### src/tmwf_pkg.sv
// Shared constants and types for the trimmed mean window filter.
`default_nettype none
package tmwf_pkg;

	localparam int SAMPLE_W = 16;

	typedef struct packed {
		logic busy;
		logic done;
	} div_stat_t;

endpackage
`default_nettype wire

### src/tmwf_div.sv
// Serial signed-by-unsigned divider, one quotient bit per cycle, truncating toward zero.
`default_nettype none
module tmwf_div #(
	parameter int DIVIDEND_W = 20,
	parameter int DIVISOR_W = 4
) (
	input  wire logic                         clk,
	input  wire logic                         arst_n,
	input  wire logic                         start,
	input  wire logic signed [DIVIDEND_W-1:0] dividend,
	input  wire logic        [DIVISOR_W-1:0]  divisor,
	output logic signed      [DIVIDEND_W-1:0] quotient,
	output tmwf_pkg::div_stat_t               stat
);
	import tmwf_pkg::*;

	localparam int CNT_W = $clog2(DIVIDEND_W + 1);

	logic [DIVIDEND_W-1:0] quo_q;
	logic [DIVISOR_W-1:0]  rem_q;
	logic [DIVISOR_W-1:0]  div_q;
	logic [CNT_W-1:0]      cnt_q;
	logic                  neg_q;
	logic                  busy_q;
	logic                  done_q;
	logic [DIVISOR_W:0]    shifted;
	logic                  fits;
	logic [DIVISOR_W:0]    diff;

	assign shifted = {rem_q, quo_q[DIVIDEND_W-1]};
	assign fits = shifted >= {1'b0, div_q};
	assign diff = shifted - {1'b0, div_q};

	always_ff @(posedge clk or negedge arst_n) begin
		if (!arst_n) begin
			busy_q <= 1'b0;
			done_q <= 1'b0;
			cnt_q <= '0;
		end else begin
			done_q <= !start && busy_q && (cnt_q == CNT_W'(1));
			if (start) begin
				busy_q <= 1'b1;
				cnt_q <= CNT_W'(DIVIDEND_W);
				neg_q <= dividend[DIVIDEND_W-1];
				quo_q <= dividend[DIVIDEND_W-1] ? DIVIDEND_W'(-dividend) : dividend;
				rem_q <= '0;
				div_q <= divisor;
			end else if (busy_q) begin
				quo_q <= {quo_q[DIVIDEND_W-2:0], fits};
				rem_q <= fits ? diff[DIVISOR_W-1:0] : shifted[DIVISOR_W-1:0];
				cnt_q <= cnt_q - 1'b1;
				if (cnt_q == CNT_W'(1)) begin
					busy_q <= 1'b0;
				end
			end
		end
	end

	assign quotient = neg_q ? DIVIDEND_W'(-quo_q) : quo_q;
	assign stat.busy = busy_q;
	assign stat.done = done_q;

endmodule
`default_nettype wire

### src/trimmed_mean_window_filter.sv
// Trimmed mean window filter: sample ring, sequential scan and serial division.
// An accepted sample is written to the ring; the filter then scans the count filled slots
// (WINDOW once the ring is full) and divides their sum, less the highest and lowest once full.
// The ring memory is read one slot per cycle and the divider produces one bit per cycle.
// s_tready is low while an item is in work; a new transaction waits until m_tdata is loaded.
// Reset clears write slot, full flag, state, strobes and counters; ring contents are not cleared.
`default_nettype none
module trimmed_mean_window_filter #(
	parameter int WINDOW = 10
) (
	input  wire logic        clk,
	input  wire logic        arst_n,
	input  wire logic        s_tvalid,
	output logic             s_tready,
	input  wire logic [15:0] s_tdata,   // [15:0] sample
	output logic             m_tvalid,
	input  wire logic        m_tready,
	output logic [15:0]      m_tdata,   // [15:0] filtered
	output logic             m_tuser    // [0] window_full
);
	import tmwf_pkg::*;

	localparam int SLOT_W = (WINDOW > 1) ? $clog2(WINDOW) : 1;
	localparam int CNT_W = $clog2(WINDOW + 1);
	localparam int SUM_W = SAMPLE_W + $clog2(WINDOW);

	typedef enum logic [2:0] {
		ST_IDLE,
		ST_SCAN,
		ST_PREP,
		ST_DIV,
		ST_OUT
	} state_t;

	state_t                  state_q;
	logic [SAMPLE_W-1:0]     ring_mem [WINDOW];
	logic [SAMPLE_W-1:0]     rd_data_s1;
	logic                    rd_pend_s1;
	logic [SLOT_W-1:0]       slot_q;
	logic                    filled_q;
	logic [CNT_W-1:0]        count_q;
	logic [CNT_W-1:0]        issue_q;
	logic signed [SUM_W-1:0] sum_q;
	logic signed [SAMPLE_W-1:0] hi_q;
	logic signed [SAMPLE_W-1:0] lo_q;
	logic                    first_q;
	logic signed [SUM_W-1:0] dividend_q;
	logic [CNT_W-1:0]        divisor_q;
	logic                    div_start_q;
	logic signed [SUM_W-1:0] quotient;
	div_stat_t               div_stat;
	logic                    accept;
	logic                    out_load;
	logic                    slot_last;
	logic signed [SAMPLE_W-1:0] rd_val;
	logic signed [SUM_W-1:0] rd_ext;
	logic signed [SUM_W-1:0] hi_ext;
	logic signed [SUM_W-1:0] lo_ext;

	assign s_tready = (state_q == ST_IDLE);
	assign accept = s_tvalid && s_tready;
	assign out_load = (state_q == ST_OUT) && (!m_tvalid || m_tready);
	assign slot_last = (slot_q == SLOT_W'(WINDOW - 1));
	assign rd_val = rd_data_s1;
	assign rd_ext = SUM_W'(rd_val);
	assign hi_ext = SUM_W'(hi_q);
	assign lo_ext = SUM_W'(lo_q);

	always_ff @(posedge clk) begin
		if (accept) begin
			ring_mem[slot_q] <= s_tdata;
		end
		rd_data_s1 <= ring_mem[issue_q[SLOT_W-1:0]];
	end

	always_ff @(posedge clk or negedge arst_n) begin
		if (!arst_n) begin
			state_q <= ST_IDLE;
			slot_q <= '0;
			filled_q <= 1'b0;
			rd_pend_s1 <= 1'b0;
			div_start_q <= 1'b0;
			m_tvalid <= 1'b0;
			issue_q <= '0;
			count_q <= '0;
		end else begin
			div_start_q <= (state_q == ST_PREP);
			if (out_load) begin
				m_tvalid <= 1'b1;
			end else if (m_tready) begin
				m_tvalid <= 1'b0;
			end
			unique case (state_q)
				ST_IDLE: begin
					if (accept) begin
						slot_q <= slot_last ? '0 : slot_q + 1'b1;
						filled_q <= filled_q | slot_last;
						count_q <= (filled_q || slot_last) ? CNT_W'(WINDOW)
							: CNT_W'(slot_q) + 1'b1;
						issue_q <= '0;
						rd_pend_s1 <= 1'b0;
						first_q <= 1'b1;
						sum_q <= '0;
						state_q <= ST_SCAN;
					end
				end
				ST_SCAN: begin
					if (issue_q < count_q) begin
						issue_q <= issue_q + 1'b1;
						rd_pend_s1 <= 1'b1;
					end else begin
						rd_pend_s1 <= 1'b0;
					end
					if (rd_pend_s1) begin
						sum_q <= sum_q + rd_ext;
						first_q <= 1'b0;
						if (first_q || rd_val > hi_q) begin
							hi_q <= rd_val;
						end
						if (first_q || rd_val < lo_q) begin
							lo_q <= rd_val;
						end
					end
					if (issue_q == count_q && !rd_pend_s1) begin
						state_q <= ST_PREP;
					end
				end
				ST_PREP: begin
					dividend_q <= filled_q ? sum_q - hi_ext - lo_ext : sum_q;
					divisor_q <= filled_q ? CNT_W'(WINDOW - 2) : count_q;
					state_q <= ST_DIV;
				end
				ST_DIV: begin
					if (div_stat.done) begin
						state_q <= ST_OUT;
					end
				end
				ST_OUT: begin
					if (out_load) begin
						m_tdata <= quotient[SAMPLE_W-1:0];
						m_tuser <= filled_q;
						state_q <= ST_IDLE;
					end
				end
				default: begin
					state_q <= ST_IDLE;
				end
			endcase
		end
	end

	tmwf_div #(
		.DIVIDEND_W(SUM_W),
		.DIVISOR_W (CNT_W)
	) u_div (
		.clk     (clk),
		.arst_n  (arst_n),
		.start   (div_start_q),
		.dividend(dividend_q),
		.divisor (divisor_q),
		.quotient(quotient),
		.stat    (div_stat)
	);

	a_slot_range: assert property (@(posedge clk) disable iff (!arst_n)
		int'(slot_q) < WINDOW)
		else $error("write slot left the ring");

	a_no_accept_busy: assert property (@(posedge clk) disable iff (!arst_n)
		accept |-> !div_stat.busy && !div_stat.done)
		else $error("transaction accepted while the divider works");

	a_done_in_div: assert property (@(posedge clk) disable iff (!arst_n)
		div_stat.done |-> state_q == ST_DIV)
		else $error("divider finished outside the divide state");

	a_full_sticky: assert property (@(posedge clk) disable iff (!arst_n)
		filled_q |=> filled_q)
		else $error("window full flag dropped");

	a_count_bound: assert property (@(posedge clk) disable iff (!arst_n)
		state_q == ST_SCAN |-> issue_q <= count_q && int'(count_q) <= WINDOW)
		else $error("scan index ran past the filled slots");

endmodule
`default_nettype wire
### config.mk
export PLATFORM = sky130hd
export DESIGN_NAME = trimmed_mean_window_filter
export DESIGN_NICKNAME = d
export VERILOG_FILES = /design/src/tmwf_pkg.sv /design/src/tmwf_div.sv /design/src/trimmed_mean_window_filter.sv
export SDC_FILE = /design/constraint.sdc
export NUM_CORES = 1
export LEC_CHECK = 0
export CORE_MARGIN = 1
export CORE_UTILIZATION = 25
export CTS_CLUSTER_SIZE = 16
export DETAILED_ROUTE_END_ITERATION = 8
export DONT_BUFFER_PORTS = 1
export PLACE_DENSITY_LB_ADDON = 0.05
export SLEW_MARGIN = 20
export SYNTH_ARGS = -nofsm -noshare
export SYNTH_HDL_FRONTEND = slang
export SYNTH_SLANG_ARGS = --single-unit
### constraint.sdc
create_clock -name clk -period 5.4 [get_ports clk]
set_input_delay 0.27 -clock clk [delete_from_list [all_inputs] [get_ports clk]]
set_output_delay 0.27 -clock clk [all_outputs]
set_load 0.01 [all_outputs]
==> results.sh, run 1 <==
export IMPL_synth_top_family_by_area="compound AO/OA/AOI/OAI gates"
export IMPL_cp_cell_sequence="fa_1 -> fa_1 -> a21o_1 -> a31o_2 -> a21oi_1 -> o2111ai_1 -> a41oi_1 -> xnor2_1 -> mux2_2"
export IMPL_areaGrowthSynthToFinish_pct=16.1
export IMPL_initial_core_util_pct=25.4
export IMPL_synth_cell_area_um2=16100
export IMPL_grt_max_degree=52
export IMPL_async_flop_share_pct=8.00
export IMPL_layout_nets=1358
export IMPL_max_freq_ghz=0.307
export IMPL_synthAdderAreaFrac_pct=9.53
export IMPL_fill_cells=6437
export IMPL_place_area_um2=17100
export IMPL_vias=9407
export IMPL_synth_edff_count=283
export IMPL_routabilityCongestion=0.754
export IMPL_wl_per_cell_um=19.7
export IMPL_path_buf_inv=0
export IMPL_yosysUniqueCellTypes=67
export IMPL_die_y_um=256
export IMPL_io_pins=39
export IMPL_slowest_stage="fa_1"
export IMPL_grt_pass1_vias=9816
export IMPL_yosys_warnings=0
export IMPL_ys_ff_latch=325
export IMPL_most_common_layout_cells="edfxtp_1 (283), ha_1 (89), a21oi_1 (81)"
export IMPL_cts_sinks=325
export IMPL_cts_hold_buf=20
export IMPL_cp_start_kind="register"
export IMPL_htree_levels=2
export IMPL_synthMuxAreaShare_pct=6.84
export IMPL_grt_pass1_wl_um=63500
export IMPL_critPathMostFrequentCell="fa_1"
export IMPL_final_area_um2=18700
export IMPL_clk_pin_slew_ps=50
export IMPL_slew_headroom_pct=30.5
export IMPL_vias_per_cell=4.46
export IMPL_setup_viol=0
export IMPL_cp_required_ps=5710
export IMPL_postLayoutCoreUtil_pct=29.5
export IMPL_antenna_found_initial=3
export IMPL_grt_remaining_overflow=0
export IMPL_dp_slack_ps=2100
export IMPL_worst_slew_pin_slew_ps=1040
export IMPL_first_pass_iters=4
export IMPL_insertion_delay_ps=590
export IMPL_crit_path_end_kind="register"
export IMPL_power_density_nw_per_um2=617
export IMPL_fin_crit_sh_pct=60.4
export IMPL_finalCriticalPeriod_ps=3260
export IMPL_port_buffers=0
export IMPL_routed_wl_um=41500
export IMPL_drcViolationCount=0
export IMPL_root_buffer="clkbuf_16"
export IMPL_hp_class="input port to register"
export IMPL_synthSimpleGateAreaFrac_pct=8.22
export IMPL_worst_slack_ps=2140
export IMPL_ir_drop_v=0.000252
export IMPL_ys_flop_type="edfxtp_1"
export IMPL_status="finished clean"
export IMPL_cts_setup_buffers=0
export IMPL_critical_path_max_stage_delay_ps=500
export IMPL_syn_inst=1197
export IMPL_final_common_cell="edfxtp_1"
export IMPL_drt_initial_drc_count=468
export IMPL_grt_usage_pct=12.8
export IMPL_floorplan_rows=92
export IMPL_clock_path_buffers=3
export IMPL_p_leak_nw=6.72
export IMPL_arrival_ps=3570
export IMPL_layout_drive_gt1_share_pct=10.6
export IMPL_cts_resized=0
export IMPL_critPathKind="register to register"
export IMPL_synth_fp_nets=1327
export IMPL_die_area_um2=65400
export IMPL_antenna_left=0
export IMPL_drv_slew=0
export IMPL_clock_skew_final_ps=44.4
export IMPL_cts_tree="built"
export IMPL_critPathMaxFanout=3
export IMPL_synth_compound_area_share_pct=9.89
export IMPL_die_w_um=256
export IMPL_hpwl_um=29200
export IMPL_synthXorXnorAreaFrac_pct=3.92
export IMPL_tns_ps=0
export IMPL_synth_avg_cell_area_um2=13.4
export IMPL_coreArea_um2=63300
export IMPL_cap_violations=0
export IMPL_timing_hold_ws_ps=111
export IMPL_finalHoldViolations=0
export IMPL_rsz0062_at_grt="no"
export IMPL_critPathTopFamily="compound AO/OA/AOI/OAI gates"
export IMPL_yosysSeqAreaShare_pct=58.8
export IMPL_cts_made_buffers=43
## cells by family after synthesis
| logic type | count (synthesis) |
|---|---|
| adder cells (fa/ha/maj) | 110 |
| multiplexers | 68 |
| AND/OR/NAND/NOR | 263 |
| AO/OA/AOI/OAI | 248 |
| buffers and inverters | 111 |
| XOR/XNOR | 72 |
| flip-flops | 325 |
## metrics by stage
stage	total power [mW]	instances
finish	11.5	2111
floorplan	7.34	1197
global route	12.4	2109
CTS	11.8	2109
detailed placement	8.84	2009
global placement	8.90	2009
## synth_stat cells (all sizes together), types with 3 or more instances
master    n  area share [%]
a211oi   26             1.2
or3       4            0.16
nand2b   11            0.43
or2       4            0.16
o41ai     4            0.22
o31ai    11            0.54
ha       89             6.9
or4       3            0.16
nor2b    28             1.1
a21o     27             1.3
a41oi     6            0.33
edfxtp  283              53
buf       9            0.37
mux2i    20             1.2
inv      67             1.6
xor2     34             1.8
nor4      4            0.19
o21ai    41             1.3
dfrtp    26             4.0
and3      9            0.35
nor3     20            0.62
o211ai    7            0.33
nor2     77             1.8
a21oi    81             2.5
o21a     12            0.56
xnor2    38             2.1
and2     10            0.39
nand4    13            0.51
a21boi    3            0.14
nand2    54             1.3
o21bai    4            0.19
nand3b    3            0.14
a211o     3            0.16
nand4b    4            0.22
dfxtp    16             2.0
a31oi     5            0.19
fa       21             2.6
clkbuf   35            0.84
mux2     16             1.1
mux4     32             4.5
nand3    12            0.37
## path summary, 6_finish.rpt
check | startpoint | to | slack, ps | cells after the start
setup / recovery | sum_q[0]$_SDFFCE_PN0P_ | dividend_q[16]$_DFFE_PP_ | 2140 | 9
min in group asynchronous | arst_n | rd_pend_s1$_DFFE_PN0P_ | 180 | 2
setup reg to reg | sum_q[0]$_SDFFCE_PN0P_ | dividend_q[16]$_DFFE_PP_ | 2140 | 9
max in group asynchronous | arst_n | count_q[2]$_DFFE_PN0P_ | 5020 | 2
hold reg to reg | divisor_q[1]$_SDFFCE_PP0P_ | u_div.div_q[1]$_DFFE_PP_ | 420 | 0
hold / removal | arst_n | u_div.quo_q[18]$_DFFE_PP_ | 110 | 1
## where the power goes
part	internal [mW]	switching [mW]
clock	1.68	1.14
combinational	2.03	2.71
sequential	3.43	0.547
total	7.14	4.40
## area by class of cell
type                       instances  area, µm²  area share (%)
clock buffer                      56       1120            6.02
timing repair buffer              30        285            1.53
inverter                          67        251            1.35
antenna                            2       5.00          0.0268
tap                              846       1060            5.66
sequential                       325       9470            50.7
clock inverter                    24        269            1.44
multi-input combinational        761       6220            33.3
## registers in the layout (all words and copies together), names as in the netlist, 5 cells and up
signal,cells
hi_q,16
lo_q,16
rd_data_s1,16
dividend_q,20
m_tdata,16
ring_mem,160
u_div.quo_q,20
u_div.cnt_q,5
sum_q,20
## worst register-to-register path: cells and delay by family (launching register included)
kind,cells,cell delay [ps]
adder cells (fa/ha/maj),2,920
multiplexers,1,260
flip-flops,1,440
AO/OA/AOI/OAI,5,1300
XOR/XNOR,1,80
## metal layers
layer | GRT usage, % | vias to the layer above | part of all wire, % | wire length [µm]
met1 | 17.4 | 4659 | 48 | 19800
met4 | 3.29 | 2 | 2.0 | 824
met5 | 0 | - | 0.024 | 10
li1 | - | 4582 | - | -
met2 | 21.0 | 110 | 47 | 19500
met3 | 2.45 | 54 | 3.2 | 1340
Power figures use the tool's default switching activity.
==> run 2: changes to the inputs <==
--- a/config.mk
+++ b/config.mk
@@ -5,6 +5,7 @@
 export SDC_FILE = /design/constraint.sdc
 export NUM_CORES = 1
 export LEC_CHECK = 0
+export ABC_AREA = 1
 export CORE_MARGIN = 1
 export CORE_UTILIZATION = 25
 export CTS_CLUSTER_SIZE = 16
==> constraint.sdc (replaced) <==
create_clock -name clk -period 3.1 [get_ports clk]
set_input_delay 0.155 -clock clk [delete_from_list [all_inputs] [get_ports clk]]
set_output_delay 0.155 -clock clk [all_outputs]
set_load 0.01 [all_outputs]
==> run 2 against run 1 <==
Net effect:
- register-to-register slack worse by 2000 ps
- count of clock-buffer cells in the layout up 6
- first-iteration DRC count up 14%
- clock skew down 6.6 ps
- clock power up 70%
- synthesized cell count up 33%
- sequential power up 72%
- critical path type unchanged
- largest power group unchanged
- highest routed layer unchanged
==> results.sh, run 2 <==
export IMPL_routabilityCongestion=0.824
export IMPL_cts_setup_buffers=0
export IMPL_cts_sinks=325
export IMPL_grt_usage_pct=13.7
export IMPL_regMostFlops="ring_mem"
export IMPL_antenna_found_initial=2
export IMPL_initial_core_util_pct=25.3
export IMPL_critPathMaxFanout=6
export IMPL_insertion_delay_ps=580
export IMPL_met1_length_um=20300
export IMPL_grt_pass1_wl_um=69800
export IMPL_floorplan_rows=94
export IMPL_postLayoutCoreUtil_pct=29.5
export IMPL_port_buffers=0
export IMPL_routed_wl_um=45000
export IMPL_slowest_stage="fa_1"
export IMPL_setup_viol=0
export IMPL_clk_pin_slew_ps=60
export IMPL_status="finished clean"
export IMPL_drv_slew=0
export IMPL_arrival_ps=3280
export IMPL_highest_layer="met5"
export IMPL_ir_drop_v=0.000363
export IMPL_first_pass_iters=4
export IMPL_synth_fp_nets=1726
export IMPL_hp_class="input port to asynchronous set/reset pin"
export IMPL_synth_area_leaders="edfxtp_1 (51%), ha_1 (6.7%), nand2_1 (5.8%)"
export IMPL_ys_ff_latch=325
export IMPL_grt_max_degree=83
export IMPL_layout_drive_gt1_share_pct=8.73
export IMPL_antenna_left=0
export IMPL_slew_headroom_pct=37.2
export IMPL_critPathTopFamily="simple AND/OR/NAND/NOR gates"
export IMPL_synth_avg_cell_area_um2=10.4
export IMPL_root_buffer="clkbuf_16"
export IMPL_synth_cell_area_um2=16600
export IMPL_cp_start_kind="register"
export IMPL_worst_slew_pin_slew_ps=941
export IMPL_wl_met2_um=22300
export IMPL_hpwl_um=31500
export IMPL_htree_levels=2
export IMPL_async_flop_share_pct=8.00
export IMPL_yosysUniqueCellTypes=52
export IMPL_cts_tree="built"
export IMPL_cap_violations=0
export IMPL_seqCellArea_um2=9470
export IMPL_ys_flop_type="edfxtp_1"
export IMPL_p_leak_nw=7.56
export IMPL_path_buf_inv=2
export IMPL_yosysSeqAreaShare_pct=57.0
export IMPL_largest_reg_flops=160
export IMPL_grt_remaining_overflow=0
export IMPL_fill_cells=6755
export IMPL_yosysMostFrequentCell="edfxtp_1"
export IMPL_vias_per_cell=4.39
export IMPL_multi_input_area_um2=6350
export IMPL_cp_required_ps=3400
export IMPL_yosys_warnings=0
export IMPL_most_common_layout_cells="edfxtp_1 (283), nand2_1 (256), nor2_1 (188)"
export IMPL_synth_top_cells_by_count="edfxtp_1 (283), nand2_1 (256), nor2_1 (191)"
export IMPL_vias=11200
export IMPL_crit_path_end_kind="register"
export IMPL_cts_made_buffers=42
export IMPL_die_y_um=260
export IMPL_worst_slack_ps=123
export IMPL_grt_pass1_vias=11700
export IMPL_final_common_cell="edfxtp_1"
export IMPL_critPathKind="register to register"
export IMPL_yosysTopAreaCellShare_pct=51.1
export IMPL_yosys_area_top_type="edfxtp_1"
export IMPL_layout_nets=1781
export IMPL_die_area_um2=67500
export IMPL_synth_edff_count=283
export IMPL_power_density_nw_per_um2=1100
export IMPL_io_pins=39
export IMPL_wl_met3_um=1240
export IMPL_critPathMostFrequentCell="nand2_1"
export IMPL_fin_crit_sh_pct=96.0
export IMPL_dp_slack_ps=138
export IMPL_syn_inst=1596
export IMPL_drt_initial_drc_count=535
export IMPL_rsz0062_at_grt="no"
export IMPL_diodes=0
export IMPL_critical_path_max_stage_delay_ps=470
export IMPL_areaGrowthSynthToFinish_pct=16.9
export IMPL_clock_skew_final_ps=37.8
export IMPL_clock_path_buffers=3
export IMPL_drcViolationCount=0
export IMPL_max_freq_ghz=0.336
export IMPL_finalCriticalPeriod_ps=2980
export IMPL_cp_cell_sequence="inv_1 -> fa_1 -> ha_1 -> nand2_1 -> inv_1 -> nand2_1 -> nor2_1 -> nand4_1 -> nand3_1 -> nand2_1 -> nand3_1 -> nand2_1"
export IMPL_wl_per_cell_um=17.7
export IMPL_tns_ps=0
export IMPL_die_w_um=260
export IMPL_finalHoldViolations=0
export IMPL_coreArea_um2=65700
==> run 2: cell count changes after synthesis, moves of 26 or more <==
cell / previous run / this run
nand2_1: 54 / 256
nor2_1: 77 / 191
inv_1: 67 / 172
o21ai_0: 38 / 123
nand3_1: 12 / 65
mux4_2: 32 / 0
nor2b_1: 28 / 0
a211oi_1: 26 / 0
==> run 2: cells by family (layout without fill, tap and decap cells) <==
family | count (synthesis) | after routing | synth area share [%]
and+or+nand+nor | 578 | 578 | 14.7
DFF | 325 | 325 | 57.0
AOI/OAI and AO/OA | 303 | 303 | 10.7
buffers and inverters | 224 | 312 | 5.29
adders and majority gates | 110 | 110 | 9.23
xor gates and xnor gates | 37 | 37 | 1.95
muxes | 19 | 19 | 1.14
==> run 2: cell type report <==
| type | count | area share (%) |
|---|---|---|
| sequential | 325 | 48.8 |
| clock inverter | 15 | 0.979 |
| tap | 864 | 5.57 |
| clock buffer | 62 | 5.96 |
| multi-input combinational | 1047 | 32.7 |
| inverter | 181 | 3.51 |
| timing repair buffer | 54 | 2.53 |
==> run 2: layer usage <==
metal	vias to the layer above	global-route usage [%]
met2	135	24.2
met5	-	0
li1	5673	-
met1	5302	16.9
met4	2	4.54
met3	65	2.17
==> run 2: repair_timing <==
item | in CTS | in global routing
endpoints found under the hold margin | 203 | 0
gates resized for setup | 0 | 1
hold buffers | 20 | 0
setup endpoints to repair | 0 | 1
==> run 2: stage by stage <==
step | hold slack (ps) | cells | power [mW] | instance area (µm²)
after CTS | 13.5 | 2548 | 21.9 | 19400
final | 40.0 | 2548 | 21.4 | 19400
after global routing | 29.9 | 2548 | 23.4 | 19400
after detailed placement | -140 | 2451 | 16.8 | 17900
after global placement | -140 | 2451 | 16.9 | 17900
after floorplan | -141 | 1596 | 13.7 | 16600
==> run 2: worst paths after layout <==
path,from,end,slack (ps),cells after the start
max in group asynchronous,arst_n,issue_q[0]$_DFFE_PN0P_,2860,2
hold / removal,arst_n,m_tvalid$_DFFE_PN0P_,40,2
hold reg to reg,divisor_q[0]$_SDFFCE_PP0P_,u_div.div_q[0]$_DFFE_PP_,430,0
setup / recovery,lo_q[15]$_DFFE_PP_,dividend_q[17]$_DFFE_PP_,120,12
setup reg to reg,lo_q[15]$_DFFE_PP_,dividend_q[17]$_DFFE_PP_,120,12
min in group clk,m_tready,m_tvalid$_DFFE_PN0P_,240,2
==> run 2: power breakdown <==
group	total [mW]	switching, mW	internal (mW)
combinational	9.74	6.35	3.39
sequential	6.86	0.787	6.07
clock	4.80	1.95	2.86
total	21.4	9.09	12.3
